[config.mk]
export PLATFORM = sky130hd
export DESIGN_NAME = console_change_reporter_core
export DESIGN_NICKNAME = d
export VERILOG_FILES = /design/src/ccr_pkg.sv /design/src/ccr_front.sv /design/src/ccr_fifo.sv /design/src/ccr_back.sv /design/src/console_change_reporter_core.sv
export SDC_FILE = /design/constraint.sdc
export NUM_CORES = 1
export LEC_CHECK = 0
export BUFFER_PORTS_ARGS = -buffer_cell sky130_fd_sc_hd__buf_2
export CELL_PAD_IN_SITES_DETAIL_PLACEMENT = 1
export CELL_PAD_IN_SITES_GLOBAL_PLACEMENT = 1
export CORE_UTILIZATION = 50
export CTS_CLUSTER_DIAMETER = 150
export DETAILED_ROUTE_END_ITERATION = 10
export PLACE_DENSITY_LB_ADDON = 0.1
export REMOVE_ABC_BUFFERS = 1
export SLEW_MARGIN = 40
export SYNTH_ARGS = -nofsm -noshare
export SYNTH_HDL_FRONTEND = slang
export SYNTH_SLANG_ARGS = --single-unit
[constraint.sdc]
create_clock -name clk_i -period 5.9 [get_ports clk_i]
set_input_delay 0.295 -clock clk_i [delete_from_list [all_inputs] [get_ports clk_i]]
set_output_delay 0.295 -clock clk_i [all_outputs]
set_load 0.01 [all_outputs]
[src/ccr_pkg.sv]
package ccr_pkg;

  localparam int unsigned MAX_COLUMNS = 8;
  localparam int unsigned MAX_LINES   = 16;
  localparam int unsigned SAMPLE_W    = 10;
  localparam int unsigned LED_COUNT   = 11;

  // change vector: columns, volume, tuning, lines (report order)
  localparam int unsigned CHG_W     = MAX_COLUMNS + 2 + MAX_LINES;
  localparam int unsigned CHG_IDX_W = $clog2(CHG_W);
  localparam int unsigned VOL_POS   = MAX_COLUMNS;
  localparam int unsigned TUN_POS   = MAX_COLUMNS + 1;
  localparam int unsigned LINE_POS  = MAX_COLUMNS + 2;

  localparam logic [SAMPLE_W-1:0] MIN_DELTA_RST = 10'd8;
  localparam logic [7:0]          PISTON_RST    = 8'h7F;
  localparam logic [3:0]          CMD_LED_MAX   = 4'd10;
  localparam logic [2:0]          CMD_RSVD_OK   = 3'b000;

  localparam int unsigned FIFO_DEPTH = 2;

  typedef struct packed {
    logic [CHG_W-1:0]       chg;
    logic [MAX_COLUMNS-1:0] col_lvl;
    logic                   row;
    logic [SAMPLE_W-1:0]    vol;
    logic [SAMPLE_W-1:0]    tun;
    logic [MAX_LINES-1:0]   line_lvl;
    logic [LED_COUNT-1:0]   led;
    logic                   drive_row;
  } tick_t;

  typedef struct packed {
    logic                 msg_valid;
    logic [15:0]          msg_word;
    logic [LED_COUNT-1:0] led;
    logic                 drive_row;
    logic                 last;
  } result_t;

endpackage

[src/ccr_front.sv]
module ccr_front #(
  parameter int unsigned PISTON_COLUMNS = 8,
  parameter int unsigned DIGITAL_LINES  = 7
) (
  input  logic                          clk_i,
  input  logic                          rst_ni,
  input  logic                          accept_i,
  input  logic [PISTON_COLUMNS-1:0]     piston_columns_i,
  input  logic [DIGITAL_LINES-1:0]      digital_lines_i,
  input  logic [ccr_pkg::SAMPLE_W-1:0]  volume_sample_i,
  input  logic [ccr_pkg::SAMPLE_W-1:0]  tuning_sample_i,
  input  logic                          cmd_valid_i,
  input  logic [7:0]                    cmd_byte_i,
  input  logic                          cfg_we_i,
  input  logic [ccr_pkg::SAMPLE_W-1:0]  cfg_wdata_i,
  output ccr_pkg::tick_t                tick_o
);

  logic [PISTON_COLUMNS-1:0]        piston_q [2];
  logic                             row_q;
  logic [ccr_pkg::SAMPLE_W-1:0]     vol_q, tun_q, delta_q;
  logic [DIGITAL_LINES-1:0]         dig_q;
  logic [ccr_pkg::LED_COUNT-1:0]    led_q, led_d;

  logic [PISTON_COLUMNS-1:0]        col_chg;
  logic [DIGITAL_LINES-1:0]         line_chg;
  logic [ccr_pkg::SAMPLE_W-1:0]     vol_diff, tun_diff;
  logic                             vol_hit, tun_hit, cmd_ok;
  logic [3:0]                       led_num;
  logic [ccr_pkg::MAX_COLUMNS-1:0]  col_chg_ext, col_lvl_ext;
  logic [ccr_pkg::MAX_LINES-1:0]    line_chg_ext, line_lvl_ext;

  always_comb begin
    col_chg  = piston_columns_i ^ piston_q[row_q];
    line_chg = digital_lines_i ^ dig_q;

    vol_diff = (volume_sample_i >= vol_q) ? volume_sample_i - vol_q : vol_q - volume_sample_i;
    tun_diff = (tuning_sample_i >= tun_q) ? tuning_sample_i - tun_q : tun_q - tuning_sample_i;
    vol_hit  = vol_diff > delta_q;
    tun_hit  = tun_diff > delta_q;

    // 000SLLLL with LLLL up to 10, anything else is dropped
    led_num = cmd_byte_i[3:0];
    cmd_ok  = cmd_valid_i && (cmd_byte_i[7:5] == ccr_pkg::CMD_RSVD_OK)
              && (led_num <= ccr_pkg::CMD_LED_MAX);
    led_d = led_q;
    if (cmd_ok) begin
      led_d[led_num] = cmd_byte_i[4];
    end

    col_chg_ext  = '0;
    col_lvl_ext  = '0;
    line_chg_ext = '0;
    line_lvl_ext = '0;
    col_chg_ext[PISTON_COLUMNS-1:0] = col_chg;
    col_lvl_ext[PISTON_COLUMNS-1:0] = piston_columns_i;
    line_chg_ext[DIGITAL_LINES-1:0] = line_chg;
    line_lvl_ext[DIGITAL_LINES-1:0] = digital_lines_i;

    tick_o.chg       = {line_chg_ext, tun_hit, vol_hit, col_chg_ext};
    tick_o.col_lvl   = col_lvl_ext;
    tick_o.row       = row_q;
    tick_o.vol       = volume_sample_i;
    tick_o.tun       = tuning_sample_i;
    tick_o.line_lvl  = line_lvl_ext;
    tick_o.led       = led_d;
    tick_o.drive_row = ~row_q;
  end

  always_ff @(posedge clk_i or negedge rst_ni) begin
    if (!rst_ni) begin
      piston_q[0] <= ccr_pkg::PISTON_RST[PISTON_COLUMNS-1:0];
      piston_q[1] <= ccr_pkg::PISTON_RST[PISTON_COLUMNS-1:0];
      row_q       <= 1'b0;
      vol_q       <= '0;
      tun_q       <= '0;
      dig_q       <= '1;
      led_q       <= '0;
      delta_q     <= ccr_pkg::MIN_DELTA_RST;
    end else begin
      if (cfg_we_i) begin
        delta_q <= cfg_wdata_i;
      end
      if (accept_i) begin
        // every changed bit flips, so the row simply takes the new levels
        piston_q[row_q] <= piston_columns_i;
        row_q           <= ~row_q;
        dig_q           <= digital_lines_i;
        led_q           <= led_d;
        if (vol_hit) begin
          vol_q <= volume_sample_i;
        end
        if (tun_hit) begin
          tun_q <= tuning_sample_i;
        end
      end
    end
  end

endmodule

[src/ccr_fifo.sv]
module ccr_fifo (
  input  logic           clk_i,
  input  logic           rst_ni,
  input  logic           wr_i,
  input  ccr_pkg::tick_t wdata_i,
  input  logic           rd_i,
  output ccr_pkg::tick_t rdata_o,
  output logic           full_o,
  output logic           empty_o
);

  localparam int unsigned PtrW = $clog2(ccr_pkg::FIFO_DEPTH);
  localparam int unsigned CntW = $clog2(ccr_pkg::FIFO_DEPTH + 1);

  ccr_pkg::tick_t  mem_q [ccr_pkg::FIFO_DEPTH];
  logic [PtrW-1:0] wptr_q, rptr_q;
  logic [CntW-1:0] cnt_q;
  logic            do_wr, do_rd;

  assign full_o  = (cnt_q == CntW'(ccr_pkg::FIFO_DEPTH));
  assign empty_o = (cnt_q == '0);
  assign do_wr   = wr_i && !full_o;
  assign do_rd   = rd_i && !empty_o;
  assign rdata_o = mem_q[rptr_q];

  always_ff @(posedge clk_i) begin
    if (do_wr) begin
      mem_q[wptr_q] <= wdata_i;
    end
  end

  always_ff @(posedge clk_i or negedge rst_ni) begin
    if (!rst_ni) begin
      wptr_q <= '0;
      rptr_q <= '0;
      cnt_q  <= '0;
    end else begin
      if (do_wr) begin
        wptr_q <= (wptr_q == PtrW'(ccr_pkg::FIFO_DEPTH - 1)) ? '0 : wptr_q + 1'b1;
      end
      if (do_rd) begin
        rptr_q <= (rptr_q == PtrW'(ccr_pkg::FIFO_DEPTH - 1)) ? '0 : rptr_q + 1'b1;
      end
      if (do_wr && !do_rd) begin
        cnt_q <= cnt_q + 1'b1;
      end else if (do_rd && !do_wr) begin
        cnt_q <= cnt_q - 1'b1;
      end
    end
  end

endmodule

[src/ccr_back.sv]
module ccr_back (
  input  logic             clk_i,
  input  logic             rst_ni,
  input  logic             head_valid_i,
  input  ccr_pkg::tick_t   head_i,
  output logic             head_pop_o,
  input  logic             out_pop_i,
  output logic             out_full_o,
  output ccr_pkg::result_t out_o
);

  localparam int unsigned IdxW = ccr_pkg::CHG_IDX_W;

  logic [ccr_pkg::CHG_W-1:0] done_q, rem, low;
  logic [IdxW-1:0]           idx, line_idx;
  logic                      is_last, load, out_full_q;
  logic [15:0]               word;
  ccr_pkg::result_t          out_q;

  always_comb begin
    rem     = head_i.chg & ~done_q;
    low     = rem & (~rem + 1'b1);
    is_last = ((rem & ~low) == '0);
    idx     = '0;
    for (int i = 0; i < ccr_pkg::CHG_W; i++) begin
      if (low[i]) begin
        idx = idx | IdxW'(i);
      end
    end
    line_idx = idx - IdxW'(ccr_pkg::LINE_POS);

    case (idx) inside
      [0 : ccr_pkg::VOL_POS - 1]: begin
        word = {1'b0, head_i.col_lvl[idx[2:0]], 6'b0, 4'b1000, head_i.row, idx[2:0]};
      end
      ccr_pkg::VOL_POS: begin
        word = {2'b10, 4'b0, head_i.vol};
      end
      ccr_pkg::TUN_POS: begin
        word = {2'b11, 4'b0, head_i.tun};
      end
      default: begin
        word = {1'b0, head_i.line_lvl[line_idx[3:0]], 6'b0, 4'b0, line_idx[3:0]};
      end
    endcase
    if (rem == '0) begin
      word = '0;  // quiet tick
    end
  end

  assign load       = head_valid_i && (!out_full_q || out_pop_i);
  assign head_pop_o = load && is_last;
  assign out_full_o = out_full_q;
  assign out_o      = out_q;

  always_ff @(posedge clk_i or negedge rst_ni) begin
    if (!rst_ni) begin
      done_q     <= '0;
      out_full_q <= 1'b0;
    end else begin
      if (load) begin
        done_q     <= is_last ? '0 : (done_q | low);
        out_full_q <= 1'b1;
      end else if (out_pop_i) begin
        out_full_q <= 1'b0;
      end
    end
  end

  always_ff @(posedge clk_i) begin
    if (load) begin
      out_q.msg_valid <= (rem != '0);
      out_q.msg_word  <= word;
      out_q.led       <= head_i.led;
      out_q.drive_row <= head_i.drive_row;
      out_q.last      <= is_last;
    end
  end

endmodule

[src/console_change_reporter_core.sv]
// Scan change reporter.
// Input queue side: a tick word (piston columns of the driven row, digital lines,
// volume and tuning samples, optional command byte) is taken when push is high
// and full is low. The tick is classified at once and its state (piston rows,
// lines, analog values, LED bits, scan row) is updated on that edge.
// Output queue side: while empty is low the oldest result word is on the
// result ports; pop takes it. A tick yields one word per change, in the order
// piston columns, volume, tuning, digital lines, or a single word with
// msg_valid low when nothing changed. last marks the final word of a tick.
// A tick is written into the tick queue; its first word is then loaded into the output register.
// Throughput: one result word per cycle while pop keeps up; a tick yields max(1, changes)
// words (up to 17) from the output sequencer; a two-deep tick queue sits in
// front of it, so push only stalls (full high) when that queue is full.
// If pop stays low the output word holds, the sequencer waits and the queue
// fills. Reset clears the queues, loads the reset state, min delta = 8.
// cfg_we_i writes min_delta at once; write it only while the block is idle.
module console_change_reporter_core #(
  parameter int unsigned PISTON_COLUMNS = 8,
  parameter int unsigned DIGITAL_LINES  = 7
) (
  input  logic                           clk_i,
  input  logic                           rst_ni,
  input  logic                           push,
  output logic                           full,
  input  logic [PISTON_COLUMNS-1:0]      piston_columns_i,
  input  logic [DIGITAL_LINES-1:0]       digital_lines_i,
  input  logic [ccr_pkg::SAMPLE_W-1:0]   volume_sample_i,
  input  logic [ccr_pkg::SAMPLE_W-1:0]   tuning_sample_i,
  input  logic                           cmd_valid_i,
  input  logic [7:0]                     cmd_byte_i,
  input  logic                           cfg_we_i,
  input  logic [ccr_pkg::SAMPLE_W-1:0]   cfg_wdata_i,
  output logic                           empty,
  input  logic                           pop,
  output logic                           msg_valid_o,
  output logic [15:0]                    msg_word_o,
  output logic [ccr_pkg::LED_COUNT-1:0]  led_state_o,
  output logic                           drive_row_o,
  output logic                           last_o
);

  ccr_pkg::tick_t   tick, head;
  ccr_pkg::result_t res;
  logic             accept, head_empty, head_pop, out_full, out_pop;

  assign accept  = push && !full;
  assign out_pop = pop && out_full;

  ccr_front #(
    .PISTON_COLUMNS(PISTON_COLUMNS),
    .DIGITAL_LINES (DIGITAL_LINES)
  ) u_front (
    .clk_i           (clk_i),
    .rst_ni          (rst_ni),
    .accept_i        (accept),
    .piston_columns_i(piston_columns_i),
    .digital_lines_i (digital_lines_i),
    .volume_sample_i (volume_sample_i),
    .tuning_sample_i (tuning_sample_i),
    .cmd_valid_i     (cmd_valid_i),
    .cmd_byte_i      (cmd_byte_i),
    .cfg_we_i        (cfg_we_i),
    .cfg_wdata_i     (cfg_wdata_i),
    .tick_o          (tick)
  );

  ccr_fifo u_fifo (
    .clk_i  (clk_i),
    .rst_ni (rst_ni),
    .wr_i   (accept),
    .wdata_i(tick),
    .rd_i   (head_pop),
    .rdata_o(head),
    .full_o (full),
    .empty_o(head_empty)
  );

  ccr_back u_back (
    .clk_i       (clk_i),
    .rst_ni      (rst_ni),
    .head_valid_i(!head_empty),
    .head_i      (head),
    .head_pop_o  (head_pop),
    .out_pop_i   (out_pop),
    .out_full_o  (out_full),
    .out_o       (res)
  );

  assign empty       = !out_full;
  assign msg_valid_o = res.msg_valid;
  assign msg_word_o  = res.msg_word;
  assign led_state_o = res.led;
  assign drive_row_o = res.drive_row;
  assign last_o      = res.last;

endmodule

# --- Word level (Yosys, flattened, before mapping) ---
# Memory sizes are Yosys's and may differ from the RTL's.
# Index checks and enable logic that the tools add are counted.
totals:
  register_bits: 126
  mem_bits_ro: 0
  ram_bits: 130
  latch_bits: 0
  wordCells: 149
  output_inout_bits: 32
  in_bits: 59
  n_memories: 1
classes:
  magnitude_cmp: 13
  mul: 0
  n_addsub: 10
  shifts: 0
  n_bitwise: 11
  div: 0
  eq_ne: 5
  reduce_logical: 30
  mux: 59
mem_list:
  columns: ["memory", "depth", "width", "read_ports", "rd_clocked_by_memory_dff", "write_ports", "line", "text"]
  rows:
  - ["u_fifo.mem_q", 2, 65, 1, 0, 1, "ccr_fifo.sv:15", "ccr_pkg::tick_t mem_q [ccr_pkg::FIFO_DEPTH];"]
ops:
  columns: ["op", "count"]
  rows:
  - ["bitwise AND 26 bit", 3]
  - ["inverter 26 bit", 3]
  - ["two-way mux 10 bit", 6]
  - ["logical NOT 26 bit", 2]
  - ["two-way mux 5 bit", 10]
  - ["subtractor 10 bit", 4]
  - ["two-way mux 16 bit", 2]
  - ["two-way mux 4 bit", 8]
  - ["two-way mux 8 bit", 4]
  - ["adder 26 x 1 -> 26 bit, second input constant", 1]
  - ["two-way mux 26 bit", 1]
  - ["OR 26 bit", 1]
  - ["nonzero test 26 bit", 1]
  - ["greater-or-equal comparator 10 bit", 2]
  - ["greater-than comparator 10 bit", 2]
  - ["bitwise mux 16 bit", 1]
  - ["two-way mux 15 bit", 1]
  - ["logical AND 1 bit", 13]
  - ["two-way mux 3 bit", 4]
  - ["bitwise mux 11 bit", 1]
  - ["two-way mux 1 bit", 11]
  - ["two-way mux 11 bit", 1]
  - ["== test 5 x 4 -> 1 bit, second input constant", 2]
  - ["less-than comparator 4 x 5 -> 1 bit, second input constant", 2]
  - ["30 further kinds", 42]

# --- Longest topological paths before layout ---
depth:
  word_depth: 36
  depth_mapped: 24
  ltp_nobuf: 21

# --- Modules after synthesis ---
# Synthesis repeated with hierarchy kept, for this count alone.
hier_totals:
  hier_cells: 1206
  hier_area_um2: 15327.2
modules_own_cells:
  columns: ["module", "instances", "cells_per_inst", "area_each_um2", "seq_area_each_um2"]
  rows:
  - ["ccr_fifo", 1, 277, 6429.9, 5084.9]
  - ["ccr_front", 1, 573, 5469.0, 1654.1]
  - ["ccr_back", 1, 352, 3400.8, 1456.4]
  - ["console_change_reporter_core", 1, 4, 27.5, 0.0]

# --- Worst setup path before layout ---
# No wires, ideal clock.
synth_timing:
  path_type: "input to register"
  from: "in tuning_sample_i[0] in the netlist's numbering"
  to: "reg u_front.tun_q[9] in the netlist's numbering"
  setup_time_ps: 125
  path_buffers: 3
  arrival_time_ps: 4828
  path_slack_ps: 947
  required_ps: 5775
  cell_stages: 24
  cell_sequence: "inv_1 > ha_1 > inv_1 > fa_1 > a21o_1 > a21oi_1 > o21ai_0 > a21oi_1 > nor2_1 > o41a_1 > clkbuf_1 > clkbuf_1 > mux2_2 > ha_1 > nor2b_1 > o21a_1 > o21a_1 > o21a_1 > o21a_1 > o21a_1 > o21bai_1 > a211o_1 > clkbuf_1 > mux2_2"
synth_via:
  elab_chain_len: 5
  elab_cells_between_ends: 7
  cone_classes: "2 x add/sub; 2 x order compare; 1 x eq/ne; 1 x mux; 1 x reduce/logical"
synth_lines:
  columns: ["item", "line", "text"]
  rows:
  - ["start: declaration", "console_change_reporter_core.sv:28", "input logic [ccr_pkg::SAMPLE_W-1:0] tuning_sample_i,"]
  - ["subtractor 10 bit or greater-or-equal comparator 10 bit (tied branches)", "ccr_front.sv:38", "tun_diff = (tuning_sample_i >= tun_q) ? tuning_sample_i - tun_q : tun_q - tuning_sample_i;"]
  - ["two-way mux 10 bit *", "ccr_front.sv:38", null]
  - ["greater-than comparator 10 bit *", "ccr_front.sv:40", "tun_hit = tun_diff > delta_q;"]
  - ["inequality test 2 bit (no line) *", null, null]
  - ["AND reduction 2 bit (no line) *", null, null]
  - ["end signal: assignment", "ccr_front.sv:94", "tun_q <= tuning_sample_i;"]
  - ["end: declaration", "ccr_front.sv:21", "logic [ccr_pkg::SAMPLE_W-1:0] vol_q, tun_q, delta_q;"]
# Mark *: on every way between the ends. The rest lies on a longest branch, timed or not.
# A chain may end at the register's enable or synchronous reset.

# --- Final worst setup path ---
layout_timing:
  from: "in tuning_sample_i[0] in the netlist's numbering"
  to: "reg u_front.tun_q[1] in the netlist's numbering"
# The elaborated chain is that of the path after synthesis.

==> results.json <==
{
  "run_status": "finished clean",
  "grt_pass1_vias": 8481,
  "drive_above_1_share": 0.218,
  "dp_cells": 1364,
  "h-tree-depth": 1,
  "seqCellArea_mm2": 0.00689,
  "clkSlewWorstSetupHoldPaths_ns": 0.06,
  "synth_area_leaders": "edfxtp_1, dfrtp_1, ha_1",
  "multiInputGateArea_mm2": 0.00481,
  "start_util": 0.514,
  "skew_ns": 0.00984,
  "rsz0062_at_grt": "no",
  "wl_per_cell_um": 20.0,
  "area_growth_pct": 15.2,
  "max-cap-violations": 0,
  "drcViolationCount": 0,
  "cp.arrival_ns": 5.58,
  "drv_slew": 0,
  "grt.overflow.total": 0,
  "relSlewSlack": 0.438,
  "worst_pin_slew_ns": 0.840,
  "power.density_mw_per_mm2": 606,
  "critPathMaxFanout": 16,
  "antenna_found_initial": 0,
  "worstSetupStartpointType": "input port",
  "drtIter0Drc": 294,
  "grt_max_degree": 52,
  "antenna_left": 0,
  "grt_usage": 0.238,
  "n_fill_cell": 2406,
  "die_w_um": 158,
  "hp-class": "in -> reg",
  "yosysMostFrequentCell": "edfxtp_1",
  "routed_wirelength_um": 28600,
  "ir_drop_v": 0.000345,
  "syn_inst": 975,
  "synthesis.area_mm2": 0.0121,
  "die_y_um": 158,
  "grt_pass1_wl_um": 45500,
  "antenna_cells": 0,
  "nets": 1213,
  "core-area_mm2": 0.0236,
  "cts_tree": "done",
  "cts.sinks": 243,
  "async_flop_share": 0.358,
  "yosysSeqAreaShare": 0.567,
  "path_class": "in -> reg",
  "synth_area_leader_cell": "edfxtp_1",
  "io_buffers": 86,
  "hold_viol_final": 0,
  "min_period_over_period": 0.872,
  "dp_hpwl_um": 19800,
  "cts-buffers-inserted": 26,
  "rows": 56,
  "routed_via_density": 5.54,
  "max_freq_ghz": 0.194,
  "synth_edf_count": 156,
  "die-area_mm2": 0.0249,
  "synth_seq_cells": 243,
  "clk_path_buf_depth": 3,
  "ys.warnings.count": 0,
  "ioPinCount": 91,
  "drtPass1Iterations": 4,
  "final_cells": 1428,
  "finalWeightedCongestion": 0.799,
  "synth.distinct_cells": 74,
  "root_buffer": "clkbuf_16",
  "post_cts_resized": 0,
  "yosys-top-cells-count": "edfxtp_1, nand2_1, inv_1",
  "setup_violations": 0,
  "crit_required_ns": 6.33,
  "synth_top_area_frac": 0.386,
  "setup-tns-final_ns": 0,
  "cp-end-kind": "register",
  "fin_crit_ns": 5.15,
  "synth.avg_cell_area_um2": 12.5,
  "num_vias": 7907,
  "synthFlopType": "edfxtp_1",
  "p_leak_nw": 5.86,
  "clk_latency_ns": 0.52
}
## layout by cell type, fill, tap and decap left out, types with 8 or more instances in the layout
cell type	n
a21oi_1	36
edfxtp_1	156
mux2_2	52
nor2b_1	10
buf_2	85
o21a_1	16
a31oi_1	8
dlygate4sd3_1	16
inv_1	78
o21ai_0	28
nand2_1	88
a21o_1	8
ha_1	61
dfrtp_1	64
dfstp_2	22
o22ai_1	12
xnor2_1	24
nor3_1	16
nor2_1	62
xor2_1	13
nand3_1	11
clkbuf_1	9
a211oi_1	8
mux2i_1	70
clkbuf_16	28
buf_4	11
## area by class of cell
type | count | area share
Timing Repair Buffer | 114 | 0.0517
Multi-Input combinational cell | 624 | 0.344
Sequential cell | 243 | 0.493
Clock buffer | 42 | 0.0574
Tap cell | 319 | 0.0285
Inverter | 80 | 0.0216
Clock inverter | 6 | 0.00429
## layer usage
layer | vias to the layer above | track usage | share of wire
met5 | - | 0 | 0
met4 | 0 | 0.0721 | 0.026
met3 | 38 | 0.0309 | 0.035
met2 | 125 | 0.424 | 0.52
met1 | 4011 | 0.302 | 0.42
li1 | 3733 | - | -
## worst max-delay path: stages
cell           delay, ns
dlygate4sd3_1       0.54
buf_2               0.15
inv_1               0.07
ha_1                0.16
inv_1               0.05
fa_1                0.38
a21o_1              0.19
a21oi_1             0.24
o21ai_0             0.11
a21oi_1             0.19
nor2_1              0.06
o41a_1              0.57
mux2_2              0.37
ha_1                0.28
nor2b_1             0.13
o21a_1              0.16
o21a_1              0.16
o21a_1              0.16
o21a_1              0.16
o21a_1              0.16
o21bai_1            0.17
a211o_1             0.38
buf_4               0.24
mux2i_1             0.19
## final timing paths
path | start | cells after the start | to | slack, ns
setup / recovery | tuning_sample_i[0] | 24 | u_front.tun_q[1]$_DFFE_PN0P_ | 0.75
hold / removal | digital_lines_i[2] | 3 | u_front.dig_q[2]$_DFFE_PN1P_ | 0.02
setup reg to reg | u_front.tun_q[0]$_DFFE_PN0P_ | 21 | u_front.tun_q[1]$_DFFE_PN0P_ | 0.92
hold reg to reg | u_front.dig_q[0]$_DFFE_PN1P_ | 2 | u_front.dig_q[0]$_DFFE_PN1P_ | 0.47
max in group asynchronous | rst_ni | 3 | u_fifo.rptr_q$_DFFE_PN0P_ | 4.37
min in group asynchronous | rst_ni | 2 | u_front.led_q[10]$_DFFE_PN0P_ | 0.37
## power breakdown
part	leakage (nW)	switching [mW]	internal [mW]	total (mW)
combinational	2.97	2.22	1.65	3.88
sequential	2.48	0.326	2.64	2.97
clock	0.418	0.662	0.973	1.64
total	5.86	3.21	5.27	8.48
## state kept, by name, indices dropped and copies added (netlist names), 7 cells and up
signal and cells:
u_front.vol_q 10, u_front.tun_q 10, u_fifo.mem_q 130, u_front.piston_q 16
u_front.led_q 11, u_back.done_q 17, u_front.delta_q 10, u_back.out_o 26
u_front.dig_q 7
## through the flow
stage	setup WS [ns]	hold WS (ns)	area (um^2)	utilization	total power [mW]
3_3_place_gp	0.922	0.383	12900	0.547	6.67
5_1_grt	0.449	0.0107	14000	0.592	9.05
4_1_cts	0.788	0.000586	14000	0.592	8.56
3_5_place_dp	0.759	0.395	13000	0.549	6.86
6_report	0.753	0.0158	14000	0.592	8.48
2_1_floorplan	0.778	-0.000591	12000	-	5.68
## logic make-up after synthesis
family          count (synthesis)  synth area share
fa+ha+maj                      67            0.0711
compound gates                158            0.0879
other cells                     1          0.000309
simple gates                  228            0.0872
xor+xnor                       37            0.0267
mux                           130             0.121
flops                         243             0.567
buf+inv                       111            0.0390
## timing repair
| item | CTS | global route |
|---|---|---|
| hold buffers | 16 | 0 |
| buffers inserted | 0 | 0 |
| hold endpoints to repair | 62 | 0 |
Note: power is estimated with default switching activity, not from simulation.
